--- config.mk ---
export PLATFORM = sky130hd
export DESIGN_NAME = mcfe_pack
export DESIGN_NICKNAME = d
export VERILOG_FILES = /design/src/rtl/core/mcfe_pkg.sv /design/src/rtl/core/mcfe_pack.sv
export SDC_FILE = /design/constraint.sdc
export NUM_CORES = 1
export LEC_CHECK = 0
export BUFFER_PORTS_ARGS = -buffer_cell sky130_fd_sc_hd__buf_2
export CORE_AREA = 2 2 74 83
export DETAILED_ROUTE_END_ITERATION = 8
export DIE_AREA = 0 0 76 85
export PLACE_DENSITY = 0.88
export SETUP_SLACK_MARGIN = 0.4
export SLEW_MARGIN = 20
export SYNTH_ARGS = -nofsm -noshare
export SYNTH_HDL_FRONTEND = slang
export SYNTH_SLANG_ARGS = --single-unit
--- constraint.sdc ---
create_clock -name clk_i -period 0.8 [get_ports clk_i]
set_input_delay 0.08 -clock clk_i [delete_from_list [all_inputs] [get_ports clk_i]]
set_output_delay 0.08 -clock clk_i [all_outputs]
set_load 0.02 [all_outputs]
--- src/rtl/core/mcfe_pkg.sv ---
// Shared constants, register codes and divider pipeline types for the command frame encoder.
`timescale 1ns / 1ps

package mcfe_pkg;

  localparam int unsigned DataW         = 32;
  localparam int unsigned LimitW        = 31;
  localparam int unsigned IdW           = 8;
  localparam int unsigned ByteW         = 8;
  localparam int unsigned CfgIndexW     = 3;
  localparam int unsigned PosCodeBits   = 16;
  localparam int unsigned OtherCodeBits = 12;

  // Quotient width of each lane's divider; covers the widest code.
  localparam int unsigned QuoBits         = 16;
  localparam int unsigned DivBitsPerStage = 2;
  localparam int unsigned DivStages       = QuoBits / DivBitsPerStage;
  localparam int unsigned ProdW           = DataW + QuoBits;

  localparam logic [IdW-1:0]    ResetControllerId  = IdW'(1);
  localparam logic [LimitW-1:0] ResetPositionLimit = LimitW'(819200);
  localparam logic [LimitW-1:0] ResetVelocityLimit = LimitW'(1966080);
  localparam logic [LimitW-1:0] ResetTorqueLimit   = LimitW'(655360);
  localparam logic [LimitW-1:0] ResetStiffLimit    = LimitW'(32768000);
  localparam logic [LimitW-1:0] ResetDampLimit     = LimitW'(327680);

  typedef enum logic [CfgIndexW-1:0] {
    CfgControllerId   = 3'd0,
    CfgPositionLimit  = 3'd1,
    CfgVelocityLimit  = 3'd2,
    CfgTorqueLimit    = 3'd3,
    CfgStiffnessLimit = 3'd4,
    CfgDampingLimit   = 3'd5
  } cfg_reg_e;

  // One slot of the restoring divider pipeline.
  typedef struct packed {
    logic               zero;
    logic [DataW-1:0]   span;
    logic [DataW-1:0]   rem;
    logic [QuoBits-1:0] num;
    logic [QuoBits-1:0] quo;
  } div_t;

endpackage

--- src/rtl/core/mcfe_pack.sv ---
// Merge stage: pack the five lane codes and the identifier into the frame registers.
`timescale 1ns / 1ps

module mcfe_pack (
  input  logic                                clk_i,
  input  logic                                rst_ni,
  input  logic                                valid_i,
  input  logic [mcfe_pkg::IdW-1:0]            id_i,
  input  logic [mcfe_pkg::PosCodeBits-1:0]    pos_i,
  input  logic [mcfe_pkg::OtherCodeBits-1:0]  vel_i,
  input  logic [mcfe_pkg::OtherCodeBits-1:0]  kp_i,
  input  logic [mcfe_pkg::OtherCodeBits-1:0]  kd_i,
  input  logic [mcfe_pkg::OtherCodeBits-1:0]  tq_i,
  output logic                                valid_o,
  output logic [mcfe_pkg::IdW-1:0]            frame_id_o,
  output logic [mcfe_pkg::ByteW-1:0]          frame_byte0_o,
  output logic [mcfe_pkg::ByteW-1:0]          frame_byte1_o,
  output logic [mcfe_pkg::ByteW-1:0]          frame_byte2_o,
  output logic [mcfe_pkg::ByteW-1:0]          frame_byte3_o,
  output logic [mcfe_pkg::ByteW-1:0]          frame_byte4_o,
  output logic [mcfe_pkg::ByteW-1:0]          frame_byte5_o,
  output logic [mcfe_pkg::ByteW-1:0]          frame_byte6_o,
  output logic [mcfe_pkg::ByteW-1:0]          frame_byte7_o
);

  logic                         valid_q;
  logic [mcfe_pkg::IdW-1:0]     id_q;
  logic [mcfe_pkg::ByteW-1:0]   byte_q [0:7];

  always_ff @(posedge clk_i or negedge rst_ni) begin
    if (!rst_ni) begin
      valid_q <= 1'b0;
    end else begin
      valid_q <= valid_i;
    end
  end

  always_ff @(posedge clk_i) begin
    if (valid_i) begin
      id_q      <= id_i;
      byte_q[0] <= pos_i[15:8];
      byte_q[1] <= pos_i[7:0];
      byte_q[2] <= vel_i[11:4];
      byte_q[3] <= {vel_i[3:0], kp_i[11:8]};
      byte_q[4] <= kp_i[7:0];
      byte_q[5] <= kd_i[11:4];
      byte_q[6] <= {kd_i[3:0], tq_i[11:8]};
      byte_q[7] <= tq_i[7:0];
    end
  end

  assign valid_o       = valid_q;
  assign frame_id_o    = id_q;
  assign frame_byte0_o = byte_q[0];
  assign frame_byte1_o = byte_q[1];
  assign frame_byte2_o = byte_q[2];
  assign frame_byte3_o = byte_q[3];
  assign frame_byte4_o = byte_q[4];
  assign frame_byte5_o = byte_q[5];
  assign frame_byte6_o = byte_q[6];
  assign frame_byte7_o = byte_q[7];

endmodule

-- After elaboration in Yosys (flattened, before gate mapping)
Memory sizes are Yosys's and may differ from the RTL's.
Index checks and enable logic that the tools add are counted.
- bits in registers: 9
- RAM bits: 64
- memories: 1
- mux-type cells: 2
- memories (memory ; depth ; width ; read ports ; clocked after memory_dff ; write ports ; line ; RTL):
    byte_q ; 8 ; 8 ; 8 ; 0 ; 8 ; mcfe_pack.sv:28 ; logic [mcfe_pkg::ByteW-1:0] byte_q [0:7];
- operator list (operator ; count):
    $mux W1 ; 2

-- Depth between registers and ports, before layout
Gate-level depths: netlist of the first run.
- word-level depth: 2
- mapped depth: 0
- mapped depth without buffers: 0

-- Least setup slack after synthesis of the first run
No wires, ideal clock.
- kind: reg2out
- start point: memory byte_q[0][0] (netlist bit)
- end point: output port frame_byte0_o[0] (netlist bit)
- arrival: 0.449 ns
- path slack: 0.271 ns
- cell stages (with the launch flop): 1
- path through: edfxtp_1
- RTL lines (item ; line ; RTL):
    start, declared ; mcfe_pack.sv:28 ;
    end, declared ; mcfe_pack.sv:16 ; output logic [mcfe_pkg::ByteW-1:0] frame_byte0_o,

==> impl_metrics.py, run 1 <==
metrics = {
    "outcome": {
        "status": "complete, but fails checks",
        "violations": "negative hold slack, negative setup slack",
    },
    "clock_tree": {
        "cts_hold_buf": 1,
        "path_clk_slew_ns": 0.07,
        "cts.sinks": 73,
        "cts_buffers": 9,
        "cts.path.max_buffers": 2,
        "root_buffer": "clkbuf_8",
        "cts_max_level": 3,
        "cts_tree": "built",
    },
    "final_layout": {
        "antenna_cells": 0,
        "area_growth_pct": 60.9,
        "multi_input_area_um2": 0,
        "drive_gt1_frac": 0.686,
        "multi_input_gates": 0,
        "utilization": 0.626,
        "fin_nets": 311,
    },
    "setup_path": {
        "cpLargestDelayFamily": "flip-flops",
        "crit_path_start_kind": "flip-flop",
        "critPathKind": "reg2out",
        "worst-path-buf-inv": 1,
        "max_stage_delay_ns": 0.41,
        "worstSetupEndpointType": "output pin",
        "path_cells": "buf_6",
        "arrival_ns": 0.88,
        "required_ns": 0.72,
        "cp_slowest_cell": "edfxtp_1",
        "crit_fanout": 1,
    },
    "synth": {
        "synth_ff_type": "edfxtp_1",
        "synthTopCellsByArea": "edfxtp_1 99%, dfrtp_1 1.1%",
        "yosysTopAreaCell": "edfxtp_1",
        "syn_avg_cell_area_um2": 30.0,
        "synth_common_cells": "72 x edfxtp_1, 1 x dfrtp_1",
        "synth.ff_latch_count": 73,
        "synth_most_common_cell": "edfxtp_1",
        "synth.cell_area_mm2": 0.00219,
        "seq_area_frac_synth": 1.00,
        "synthesis.nets": 148,
        "yosys_warnings": 0,
        "ys_types": 2,
        "synth_edf_count": 72,
        "synthArstFlopShare": 0.0137,
        "yosysTopAreaCellShare": 0.989,
        "syn_inst": 73,
    },
    "grt": {
        "grt_pass1_wl_mm": 6.77,
        "grt_max_degree": 19,
        "overflow": 0,
        "antenna_found_initial": 0,
        "grt_pass1_vias": 1388,
        "grt_usage": 0.145,
    },
    "place": {
        "dp_slack_ns": 0.0147,
        "gp_congestion": 0.721,
        "port_buffers": 147,
    },
    "route": {
        "wl_met2_mm": 2.37,
        "drtIter0Drc": 83,
        "postRouteWirelength_mm": 4.64,
        "wl_per_cell_um": 14.7,
        "via_per_inst": 4.19,
        "drc": 0,
        "met3_length_um": 524,
        "firstDrtPassIters": 4,
        "wirelength_met1_mm": 1.65,
        "top_layer": "met4",
        "vias": 1324,
        "antenna_left": 0,
    },
    "timing": {
        "finalSetupViolCount": 73,
        "fin_worst_hold_slack_ns": -0.0767,
        "fin_crit_sh": 1.20,
        "rsz0062_at_grt": "yes",
        "hold_violations": 72,
        "setup_ws_ns": -0.161,
        "relSlewSlack": 0.912,
        "drv_slew": 0,
        "fmax_ghz": 1.04,
        "tightest_slew_ns": 0.132,
        "period_minus_slack_ns": 0.961,
        "finalSetupTns_ns": -9.44,
    },
    "floorplan": {
        "core_mm2": 0.00562,
        "pin_count": 148,
        "die_y_um": 85,
        "rows": 29,
        "die_area_mm2": 0.00646,
        "start_util": 0.389,
        "die_width_um": 76,
    },
    "pwr": {
        "report.power.total_mw": 8.03,
        "leakage_nw": 1.50,
        "powerDensity_mw_per_mm2": 2280,
        "peakVddDrop_mv": 1.40,
    },
    "min_path": {
        "holdCritPathClass": "in2reg",
    },
    "run": {
        "max_cap_violations": 0,
    },
}
## repair_timing
| action | 4_1_cts | 5_1_grt |
|---|---|---|
| hold endpoints to repair | 73 | 72 |
| cloned | 2 | 0 |
| endpoints found under the setup margin | 144 | 73 |
| gates resized for setup | 32 | 48 |
| buffers inserted | 0 | 0 |
## kinds of logic (layout without fill, tap and decap cells)
kind of cell | Yosys count | after routing | share of synthesized area
DFF | 73 | 73 | 1.00
buffers and inverters | 0 | 166 | 0
## placed cells by master (no fill, tap or decap), drive strengths merged
cell type / n
clkinv: 3
buf: 151
dfrtp: 1
edfxtp: 72
dlygate4sd3: 1
clkinvlp: 1
clkbuf: 10
## worst paths after layout
kind / start / end / slack (ns) / cells after the start
hold / removal: vel_i[8] / byte_q[0][20] / -0.08 / 1
min in group asynchronous: rst_ni / valid_o / 0.06 / 2
max in group asynchronous: rst_ni / valid_o / 0.66 / 2
setup / recovery: byte_q[1][3] / frame_byte4_o[3] / -0.16 / 1
## layout make-up
cell class / count / area, µm²
fillers: 420 / 2110
clock buffers: 10 / 128
clock inverters: 4 / 22.5
well taps: 77 / 96.3
repair buffers: 152 / 1080
flip-flops and latches: 73 / 2190
## state kept, by name, summed over array words and instances, names as in the netlist
name	cells
byte_q	64
frame_id_o	8
valid_o	1
## power by group
group          switching [mW]  total [mW]  internal, mW
logic                   0.610        1.15         0.538
clock network            1.17        2.24          1.07
registers               0.101        4.64          4.54
## routing by layer
| metal | track usage | up-vias |
|---|---|---|
| met1 | 0.153 | 591 |
| met3 | 0.0606 | 9 |
| met5 | 0 | - |
| met4 | 0.0843 | 0 |
| met2 | 0.245 | 103 |
| li1 | - | 621 |
## stage by stage
step                      hold WS (ns)  instance area, µm²  cells
final                          -0.0767                3520    316
after global routing            -0.101                3520    316
after CTS                      -0.0985                3370    316
after detailed placement        -0.144                3060    299
after global placement          -0.145                3060    299
after floorplan                 -0.216                2190     73
No activity file was read; power rests on OpenSTA's default activity.
==> inputs of run 2 (changes only) <==
--- a/config.mk
+++ b/config.mk
@@ -10,7 +10,7 @@
 export DETAILED_ROUTE_END_ITERATION = 8
 export DIE_AREA = 0 0 76 85
 export PLACE_DENSITY = 0.88
-export SETUP_SLACK_MARGIN = 0.4
+export SKIP_LAST_GASP = 1
 export SLEW_MARGIN = 20
 export SYNTH_ARGS = -nofsm -noshare
 export SYNTH_HDL_FRONTEND = slang
==> run 2 against run 1 <==
Effect of this change: cell area increased by 19%; sequential power about the same; largest power group unchanged; sequential share of layout area decreased by 10 points; critical path type unchanged; the run ends with negative setup slack left.
==> impl_metrics.py, run 2 (synthesis gave the netlist of run 1 again) <==
metrics = {
    "outcome": {
        "status": "complete, but fails checks",
        "violations": "negative setup slack",
    },
    "final_layout": {
        "multi_input_gates": 0,
        "fin_nets": 381,
        "top_register": "byte_q",
        "drive_gt1_frac": 0.524,
        "final_common_cell": "buf_2",
        "antenna_cells": 0,
        "layout_common_cells": "105 x buf_2, 73 x dlygate4sd3_1, 72 x edfxtp_1",
        "stdcell_count": 386,
        "largest_register_ffs": 64,
        "multi_input_area_um2": 0,
        "area_growth_pct": 92.2,
    },
    "pwr": {
        "report.power.total_mw": 8.36,
        "peakVddDrop_mv": 1.42,
        "leakage_nw": 1.78,
        "powerDensity_mw_per_mm2": 1990,
    },
    "setup_path": {
        "arrival_ns": 0.90,
        "critPathKind": "reg2out",
        "crit_fanout": 1,
        "path_cells": "buf_6",
        "worst-path-buf-inv": 1,
        "max_stage_delay_ns": 0.42,
        "cpLargestDelayFamily": "flip-flops",
        "cp_slowest_cell": "edfxtp_1",
        "worstSetupEndpointType": "output pin",
        "required_ns": 0.72,
        "crit_path_start_kind": "flip-flop",
        "crit_path_start": "byte_q[1][23]",
    },
    "clock_tree": {
        "cts.sinks": 73,
        "cts.path.max_buffers": 2,
        "path_clk_slew_ns": 0.07,
        "cts_buffers": 9,
        "cts_tree": "built",
        "root_buffer": "clkbuf_8",
        "cts_max_level": 3,
    },
    "place": {
        "port_buffers": 147,
        "dp_slack_ns": 0.0147,
        "placed_cells": 299,
        "gp_congestion": 0.721,
    },
    "timing": {
        "period_minus_slack_ns": 0.984,
        "hold_violations": 0,
        "relSlewSlack": 0.868,
        "fin_worst_hold_slack_ns": 0.0470,
        "fmax_ghz": 1.02,
        "finalSetupTns_ns": -10.35,
        "setup_ws_ns": -0.184,
        "rsz0062_at_grt": "yes",
        "tightest_slew_ns": 0.198,
        "finalSetupViolCount": 73,
        "fin_crit_sh": 1.23,
        "drv_slew": 0,
    },
    "min_path": {
        "holdCritPathClass": "in2async",
    },
    "route": {
        "vias": 1626,
        "via_per_inst": 4.21,
        "antenna_left": 0,
        "drtIter0Drc": 76,
        "postRouteWirelength_mm": 6.13,
        "wl_per_cell_um": 15.9,
        "drc": 0,
        "firstDrtPassIters": 4,
    },
    "floorplan": {
        "pin_count": 148,
        "die_y_um": 85,
        "die_area_mm2": 0.00646,
        "die_width_um": 76,
        "rows": 29,
        "core_mm2": 0.00562,
        "start_util": 0.389,
    },
    "grt": {
        "grt_max_degree": 37,
        "grt_pass1_wl_mm": 9.00,
        "grt_pass1_vias": 1854,
        "antenna_found_initial": 0,
        "overflow": 0,
        "grt_usage": 0.190,
    },
    "run": {
        "max_cap_violations": 0,
    },
}
==> run 2: per-stage QoR <==
| step | area [µm²] | utilization |
|---|---|---|
| after floorplan | 2190 | - |
| after global placement | 3060 | 0.544 |
| after detailed placement | 3060 | 0.544 |
| after CTS | 4030 | 0.716 |
| after global routing | 4200 | 0.747 |
| final | 4200 | 0.747 |
==> run 2: how the worst max path moves through the flow <==
stage | endpoint | slack, ns | cells after the start
2_1_floorplan | frame_byte0_o[0] | 0.27 | 0
3_3_place_gp | byte_q[1][17] | 0.02 | 2
3_5_place_dp | byte_q[0][9] | 0.01 | 2
4_1_cts | frame_byte7_o[7] | -0.18 | 1
5_1_grt | frame_byte6_o[7] | -0.21 | 1
6_report | frame_byte6_o[7] | -0.18 | 1
==> run 2: metal layers <==
metal / up-vias / track usage / wire length (µm)
met2: 109 / 0.340 / 3180
met1: 741 / 0.191 / 2190
met4: 0 / 0.104 / 153
met5: - / 0 / 0
met3: 16 / 0.0745 / 610
li1: 760 / - / -
==> run 2: what timing repair did <==
action                                 4_1_cts  5_1_grt
setup endpoints to repair                   73       73
resized for setup                           28       56
hold buffers                                73        0
setup buffers                                0        0
endpoints found under the hold margin       73        0
==> run 2: where the power goes <==
part	internal [mW]	switching (mW)	total, mW
registers	4.54	0.118	4.66
clock network	1.07	1.20	2.27
logic	0.755	0.673	1.43
total	6.37	1.99	8.36
==> run 2: cell type report <==
cell class,count,area [µm²]
clock inverter,4,22.5
timing repair buffer,222,1770
sequential,73,2190
tap,77,96.3
clock buffer,10,128
fill,333,1420
