`src/rtl/core/mcfe_pkg.sv`:
```
// Shared constants, register codes and divider pipeline types for the command frame encoder.
`timescale 1ns / 1ps

package mcfe_pkg;

  localparam int unsigned DataW         = 32;
  localparam int unsigned LimitW        = 31;
  localparam int unsigned IdW           = 8;
  localparam int unsigned ByteW         = 8;
  localparam int unsigned CfgIndexW     = 3;
  localparam int unsigned PosCodeBits   = 16;
  localparam int unsigned OtherCodeBits = 12;

  // Quotient width of each lane's divider; covers the widest code.
  localparam int unsigned QuoBits         = 16;
  localparam int unsigned DivBitsPerStage = 2;
  localparam int unsigned DivStages       = QuoBits / DivBitsPerStage;
  localparam int unsigned ProdW           = DataW + QuoBits;

  localparam logic [IdW-1:0]    ResetControllerId  = IdW'(1);
  localparam logic [LimitW-1:0] ResetPositionLimit = LimitW'(819200);
  localparam logic [LimitW-1:0] ResetVelocityLimit = LimitW'(1966080);
  localparam logic [LimitW-1:0] ResetTorqueLimit   = LimitW'(655360);
  localparam logic [LimitW-1:0] ResetStiffLimit    = LimitW'(32768000);
  localparam logic [LimitW-1:0] ResetDampLimit     = LimitW'(327680);

  typedef enum logic [CfgIndexW-1:0] {
    CfgControllerId   = 3'd0,
    CfgPositionLimit  = 3'd1,
    CfgVelocityLimit  = 3'd2,
    CfgTorqueLimit    = 3'd3,
    CfgStiffnessLimit = 3'd4,
    CfgDampingLimit   = 3'd5
  } cfg_reg_e;

  // One slot of the restoring divider pipeline.
  typedef struct packed {
    logic               zero;
    logic [DataW-1:0]   span;
    logic [DataW-1:0]   rem;
    logic [QuoBits-1:0] num;
    logic [QuoBits-1:0] quo;
  } div_t;

endpackage

```
`src/rtl/core/mcfe_div_stage.sv`:
```
// One registered step of the restoring divider: two quotient bits per stage.
`timescale 1ns / 1ps

module mcfe_div_stage (
  input  logic               clk_i,
  input  logic               rst_ni,
  input  logic               valid_i,
  input  mcfe_pkg::div_t     data_i,
  output logic               valid_o,
  output mcfe_pkg::div_t     data_o
);

  mcfe_pkg::div_t                data_d;
  mcfe_pkg::div_t                data_q;
  logic                          valid_q;
  logic [mcfe_pkg::DataW:0]      trial;
  logic [mcfe_pkg::DataW:0]      span_ext;
  logic                          qbit;

  always_comb begin
    data_d   = data_i;
    span_ext = {1'b0, data_i.span};
    trial    = '0;
    qbit     = 1'b0;
    for (int k = 0; k < mcfe_pkg::DivBitsPerStage; k++) begin
      // shift in the next numerator bit, subtract the divisor if it fits
      trial = {data_d.rem, data_d.num[mcfe_pkg::QuoBits-1]};
      if (trial >= span_ext) begin
        qbit       = 1'b1;
        data_d.rem = mcfe_pkg::DataW'(trial - span_ext);
      end else begin
        qbit       = 1'b0;
        data_d.rem = trial[mcfe_pkg::DataW-1:0];
      end
      data_d.num = {data_d.num[mcfe_pkg::QuoBits-2:0], 1'b0};
      data_d.quo = {data_d.quo[mcfe_pkg::QuoBits-2:0], qbit};
    end
  end

  always_ff @(posedge clk_i or negedge rst_ni) begin
    if (!rst_ni) begin
      valid_q <= 1'b0;
    end else begin
      valid_q <= valid_i;
    end
  end

  always_ff @(posedge clk_i) begin
    if (valid_i) begin
      data_q <= data_d;
    end
  end

  assign valid_o = valid_q;
  assign data_o  = data_q;

endmodule

```
`src/rtl/core/mcfe_lane.sv`:
```
// One scaling lane: clamp, offset, multiply by the code range and divide by the span.
`timescale 1ns / 1ps

module mcfe_lane #(
  parameter int unsigned CodeBits  = mcfe_pkg::PosCodeBits,
  parameter bit          Symmetric = 1'b1
) (
  input  logic                              clk_i,
  input  logic                              rst_ni,
  input  logic                              valid_i,
  input  logic signed [mcfe_pkg::DataW-1:0] x_i,
  input  logic [mcfe_pkg::LimitW-1:0]       limit_i,
  output logic                              valid_o,
  output logic [CodeBits-1:0]               code_o
);

  localparam int unsigned DataW   = mcfe_pkg::DataW;
  localparam int unsigned QuoBits = mcfe_pkg::QuoBits;
  localparam int unsigned ProdW   = mcfe_pkg::ProdW;
  localparam logic [QuoBits-1:0] Full = QuoBits'((32'd1 << CodeBits) - 32'd1);

  logic signed [DataW:0] lim_ext;
  logic signed [DataW:0] lo_ext;
  logic signed [DataW:0] span_ext;
  logic signed [DataW:0] diff;
  logic [DataW-1:0]      off_d;

  logic                  v0_q;
  logic [DataW-1:0]      off_q;
  logic [DataW-1:0]      span0_q;
  logic                  zero0_q;

  logic                  v1_q;
  logic [ProdW-1:0]      prod_q;
  logic [DataW-1:0]      span1_q;
  logic                  zero1_q;

  logic                  div_vld [0:mcfe_pkg::DivStages];
  mcfe_pkg::div_t        div_dat [0:mcfe_pkg::DivStages];

  // Clamp and offset in one step: the offset saturates at zero and at the span.
  always_comb begin
    lim_ext  = $signed({2'b00, limit_i});
    lo_ext   = Symmetric ? -lim_ext : '0;
    span_ext = Symmetric ? (lim_ext <<< 1) : lim_ext;
    diff     = $signed({x_i[DataW-1], x_i}) - lo_ext;
    if (diff < 0) begin
      off_d = '0;
    end else if (diff > span_ext) begin
      off_d = span_ext[DataW-1:0];
    end else begin
      off_d = diff[DataW-1:0];
    end
  end

  always_ff @(posedge clk_i or negedge rst_ni) begin
    if (!rst_ni) begin
      v0_q <= 1'b0;
      v1_q <= 1'b0;
    end else begin
      v0_q <= valid_i;
      v1_q <= v0_q;
    end
  end

  always_ff @(posedge clk_i) begin
    if (valid_i) begin
      off_q   <= off_d;
      span0_q <= span_ext[DataW-1:0];
      zero0_q <= (limit_i == '0);
    end
    if (v0_q) begin
      prod_q  <= ProdW'(off_q) * ProdW'(Full);
      span1_q <= span0_q;
      zero1_q <= zero0_q;
    end
  end

  // Product is below span * 2^QuoBits, so its upper word starts below the span.
  always_comb begin
    div_vld[0]      = v1_q;
    div_dat[0].zero = zero1_q;
    div_dat[0].span = span1_q;
    div_dat[0].rem  = prod_q[ProdW-1:QuoBits];
    div_dat[0].num  = prod_q[QuoBits-1:0];
    div_dat[0].quo  = '0;
  end

  for (genvar s = 0; s < mcfe_pkg::DivStages; s++) begin : g_div
    mcfe_div_stage u_stage (
      .clk_i   (clk_i),
      .rst_ni  (rst_ni),
      .valid_i (div_vld[s]),
      .data_i  (div_dat[s]),
      .valid_o (div_vld[s+1]),
      .data_o  (div_dat[s+1])
    );
  end

  // A zero limit collapses the range to one point: force the code to zero.
  assign valid_o = div_vld[mcfe_pkg::DivStages];
  assign code_o  = div_dat[mcfe_pkg::DivStages].zero ? '0
                 : div_dat[mcfe_pkg::DivStages].quo[CodeBits-1:0];

endmodule

```
`config.mk`:
```
export PLATFORM = sky130hd
export DESIGN_NAME = mcfe_lane
export DESIGN_NICKNAME = d
export VERILOG_FILES = /design/src/rtl/core/mcfe_pkg.sv /design/src/rtl/core/mcfe_div_stage.sv /design/src/rtl/core/mcfe_lane.sv
export SDC_FILE = /design/constraint.sdc
export NUM_CORES = 2
export LEC_CHECK = 0
export ABC_AREA = 0
export BUFFER_PORTS_ARGS = -buffer_cell sky130_fd_sc_hd__buf_2
export CORE_MARGIN = 2
export CORE_UTILIZATION = 55
export DETAILED_ROUTE_END_ITERATION = 10
export GPL_TIMING_DRIVEN = 0
export PLACE_DENSITY = 0.82
export SLEW_MARGIN = 20
export SYNTH_ARGS = -nofsm -noshare
export SYNTH_HDL_FRONTEND = slang
export SYNTH_SLANG_ARGS = --single-unit
```
`constraint.sdc`:
```
create_clock -name clk_i -period 10.5 [get_ports clk_i]
set_clock_uncertainty 0.05 [all_clocks]
set_input_delay 0 -clock clk_i [delete_from_list [all_inputs] [get_ports clk_i]]
set_output_delay 0 -clock clk_i [all_outputs]
set_load 0.01 [all_outputs]
```
* Word level (Yosys, flattened, before mapping) *
Index checks and enable logic that the tools add are counted.

word-level totals
  bits in registers = 731
  input port bits = 66
  output and inout port bits = 17
  word-level logic and storage cells = 125

operators by class
  add/sub/neg operators = 17
  $mul = 1
  order comparisons = 18
  muxes and demuxes = 33
  reduce and logical (&&, ||, !) cells = 2

operators with widths
  operator                                                     number
  greater-or-equal comparator 33 x 32 -> 1 bit                 16
  2-to-1 mux 32 bit                                            16
  subtractor 32 bit                                            15
  multiplier 32 x 16 -> 48 bit, second input constant          1
  > comparator 33 bit                                          1
  less-than comparator 33 x 1 -> 1 bit, second input constant  1
  negator 31 -> 33 bit                                         1
  subtractor 32 x 33 -> 33 bit                                 1
  zero test 31 bit                                             1
  2-to-1 mux 1 bit                                             16
  2-to-1 mux 16 bit                                            1
  OR reduction 2 bit                                           1

* Depth between registers and ports, before layout *
  depth in word-level cells = 4
  gate-level depth with buffers = 29
  mapped depth without buffers = 25

* By module *
Synthesis repeated with hierarchy kept, for this count alone.

unflattened totals
  cells, all modules = 7587
  area total of the unflattened synthesis = 76548.4 um2

modules (own cells, without submodules)
  module                                  times used  cells an instance  area an instance (um2)  sequential area each (um2)
  mcfe_div_stage at g_div[0].u_stage ...  7           745                7398.3                  2877.8
  mcfe_lane                               1           1678               17643.2                 4374.2
  mcfe_div_stage at g_div[2].u_stage      1           694                7116.8                  2877.8

* Worst setup path before layout *
No wires, ideal clock.

  path kind = register to register
  start = register off_q[9]
  end = register prod_q[46], data pin
  library setup time = 0.265 ns
  arrival = 6.432 ns
  data required time = 10.185 ns
  slack = 3.753 ns
  stages on the path, launching flop included = 24
  buffers on the path = 0
  clock period less this slack = 6.747 ns
  cell sequence = edfxtp_1 -> inv_1 -> fa_1 -> fa_1 -> inv_1 -> ha_1 -> xor2_1 -> fa_1 -> inv_1 -> fa_1 -> inv_1 -> fa_1 -> inv_1 -> ha_1 -> and4_1 -> and2_1 -> a311o_1 -> a221oi_4 -> o31ai_2 -> a221o_1 -> o41a_1 -> a21oi_1 -> o21ai_0 -> xor2_1

between the ends
  word-level cells in the longest chain between the ends = 1

ends and longest elaborated chain
  item                          line             text
  start: declaration            mcfe_lane.sv:29  logic [DataW-1:0] off_q;
  start signal: assignment      mcfe_lane.sv:68  off_q <= off_d;
  multiplier 32 x 16 -> 48 bit  mcfe_lane.sv:73  prod_q <= ProdW'(off_q) * ProdW'(Full);
  end signal: assignment        mcfe_lane.sv:73
  end: declaration              mcfe_lane.sv:34  logic [ProdW-1:0] prod_q;

No other way between the ends.
A chain may end at the register's enable or synchronous reset.

==> summary.txt <==
Floorplan
  • Die X: 346.0 um
  • Core area: 116000 um^2
  • Die height: 346.0 um
  • Initial Util: 0.5544
  • Die area: 119700 um^2
  • Row count: 125
  • IO Pins: 83

Global route
  • Largest net degree at the start of global routing: 67
  • Vias in the first global route: 49260
  • GRT Resource Usage Total: 0.2876
  • Initial antenna violation count: 11
  • Global route total overflow: 0
  • First-pass GRT wire length: 270.8 mm

Detailed routing
  • Final Routed Wirelength: 175.4 mm
  • Initial DRT Pass Iterations: 7
  • DRC errors left: 0
  • Routed Antenna Nets: 0
  • Vias: 50230
  • DRT iter0 DRCs: 4025
  • Via density: 6.075
  • WL per Instance: 21.22 um

Critical path
  • CP Class: register to register
  • R2r setup slk: 2.29 ns
  • Arrival time at the worst endpoint: 8.58 ns
  • Max FO, Critical Path: 10
  • Required @ worst endpoint: 10.86 ns
  • Critical path endpoint category: register
  • CP Launch Type: register

Placement
  • Dpl ws: 2.543 ns
  • Placed insts: 8079
  • GP Congestion: 0.9720
  • Post-Place Cell Area: 66930 um^2
  • Port-buffer cells: 82
  • HPWL Detailed: 142.6 mm

Yosys
  • Post-Syn Area: 64340 um^2
  • Top-count cell post-synth: inv_1
  • Area share of the largest cell type after synthesis: 0.3365
  • Post-synth EDFFs: 721
  • Netlist cell types: 106
  • Synth Net Count: 7481
  • Post-synth top flop: edfxtp_1
  • #FFs+latches synth: 731
  • Cell taking the most area after synthesis: edfxtp_1
  • Seq/Total Area, Yosys: 0.3404
  • Cells after synthesis: 6464
  • Ys async rst share: 0.01368
  • Post-Syn Area per Cell: 9.954 um^2
  • Top cells by count, synth: 821 x inv_1, 721 x edfxtp_1, 672 x ha_1
  • Warnings from Yosys: 0
  • Ranking of synthesized cells by area: edfxtp_1 34%, ha_1 13%, fa_1 8.7%

Timing
  • Final min period: 8.214 ns
  • Slew headroom: 0.3137
  • RSZ-0062 raised after global routing: false
  • Max Freq: 0.1217 GHz
  • Sum of negative setup slack: 0 ns
  • Slew of the pin with the lowest slew margin: 1.029 ns
  • Fin crit share: 0.7823
  • Final hold vios: 0
  • Final Max Tran Viols: 0
  • PnR worst setup slack: 2.286 ns
  • Final setup viols: 0

Cells and area
  • Share of post-route cells with drive strength above 1: 0.07904
  • Multi-input combinational cell area: 38800 um^2
  • Register Area: 21930 um^2
  • Finished Cell Area: 69940 um^2
  • Nets: 7698
  • Synth-to-Final Area Change: 8.708%
  • Final Non-Filler Cells: 8268
  • Number of fill cells in the layout: 9554

Clocking
  • Clk_lat worst skew: 0.66 ns
  • H-tree level count: 3
  • CTS tree: built
  • Postcts setup bufs: 0
  • CTS max path bufs: 3
  • Post-cts repair resize count: 0
  • Root Driver: clkbuf_16
  • CTS sink count: 731
  • CTS buffer count: 79
  • CTS Hold Bufs: 45
  • Clk slew on worst S/H paths: 0.06 ns

Outcome
  • Outcome: complete, no violations

Hold path
  • Min-Delay Path Class: primary input to register

Run
  • Max-cap viol count: 0
per-stage QoR:
stage	utilization	hold WS, ns
floorplan	-	-0.3456
global placement	0.5744	-0.1305
detailed placement	0.5767	-0.08749
CTS	0.6027	0.01328
global route	0.6027	0.07708
finish	0.6027	0.04145
metal layers:
metal	vias to the layer above	routed length, um	track usage
met5	-	98	0
met4	14	9451	0.1403
met3	496	10780	0.04109
met2	1768	83670	0.4855
met1	24180	71430	0.3628
li1	23770	-	-
kinds of logic (layout without fill, tap and decap cells):
kind of cell,count (synthesis),after routing,synth area share
buf+inv,944,1223,0.05663
mux,260,260,0.04523
simple gates,1370,1370,0.1020
xor+xnor,455,455,0.06194
flops,731,731,0.3404
other cells,0,1,0
fa+ha+maj,951,951,0.2175
compound gates,1753,1753,0.1763
layout by cell type, fill, tap and decap left out, types with 30 or more instances in the layout:
cell,n
o21ai_0,367
nand4_1,84
nor2b_1,71
o211ai_1,31
clkbuf_16,81
a211oi_1,70
mux2_2,193
o21bai_1,63
inv_1,821
nor2_1,365
nand2b_1,56
nand3_1,96
or3_1,30
ha_1,672
fa_1,279
a21o_1,279
dlygate4sd3_1,45
xor2_1,131
nand2_1,411
o31ai_1,45
xnor2_1,324
edfxtp_1,721
nor4_1,31
o21a_1,81
nor3_1,74
buf_2,121
and3_1,53
a31oi_1,74
a21oi_1,501
clkbuf_1,77
mux2i_1,44
state kept, by name, indices dropped and copies added (netlist names):
signal	cells
g_div.u_stage.data_o	577
prod_q	48
off_q	32
span0_q	31
span1_q	31
g_div.u_stage.valid_o	8
v0_q	1
v1_q	1
zero0_q	1
zero1_q	1
final timing paths:
check,start,endpoint,cells after the start
max in group asynchronous,rst_ni,g_div[0].u_stage.valid_o,3
worst min register to register,g_div[3].u_stage.data_o[27],g_div[4].u_stage.data_o[29],0
worst min-delay path,x_i[10],off_q[10],5
worst max register to register,g_div[5].u_stage.data_o[32],g_div[6].u_stage.data_o[37],25
worst max-delay path,g_div[5].u_stage.data_o[32],g_div[6].u_stage.data_o[37],25
min in group asynchronous,rst_ni,g_div[2].u_stage.valid_o,3
critical path, stage by stage, from the launching register on:
cell and delay, ns:
edfxtp_1 0.39, inv_1 0.08, ha_1 0.18, inv_1 0.06
fa_1 0.42, a211oi_1 0.28, o211a_1 0.24, nor3b_1 0.09
o211ai_1 0.41, nand3_1 0.24, a221oi_2 0.91, clkbuf_1 0.62
o21ai_0 0.35, fa_1 0.53, a211oi_1 0.22, o21ai_0 0.22
o311ai_1 0.49, a311oi_1 0.27, nor2_1 0.24, o21ai_1 0.19
o41a_1 0.40, a21boi_1 0.29, buf_4 0.27, buf_2 0.26
nand2_1 0.07, o21ai_0 0.19
area by class of cell:
cell class | count | area share
repair buffers | 136 | 0.01578
clock buffers | 97 | 0.02984
diodes | 1 | 0.00003578
clock inverters | 46 | 0.006762
flip-flops and latches | 731 | 0.3136
well taps | 1524 | 0.02726
multi-input cells | 4789 | 0.5547
plain buffers | 116 | 0.007656
inverters | 828 | 0.04444
Power is left out: the tool's default activity adds up to more than one toggle a clock period on the data nets, which glitch-free logic cannot reach.
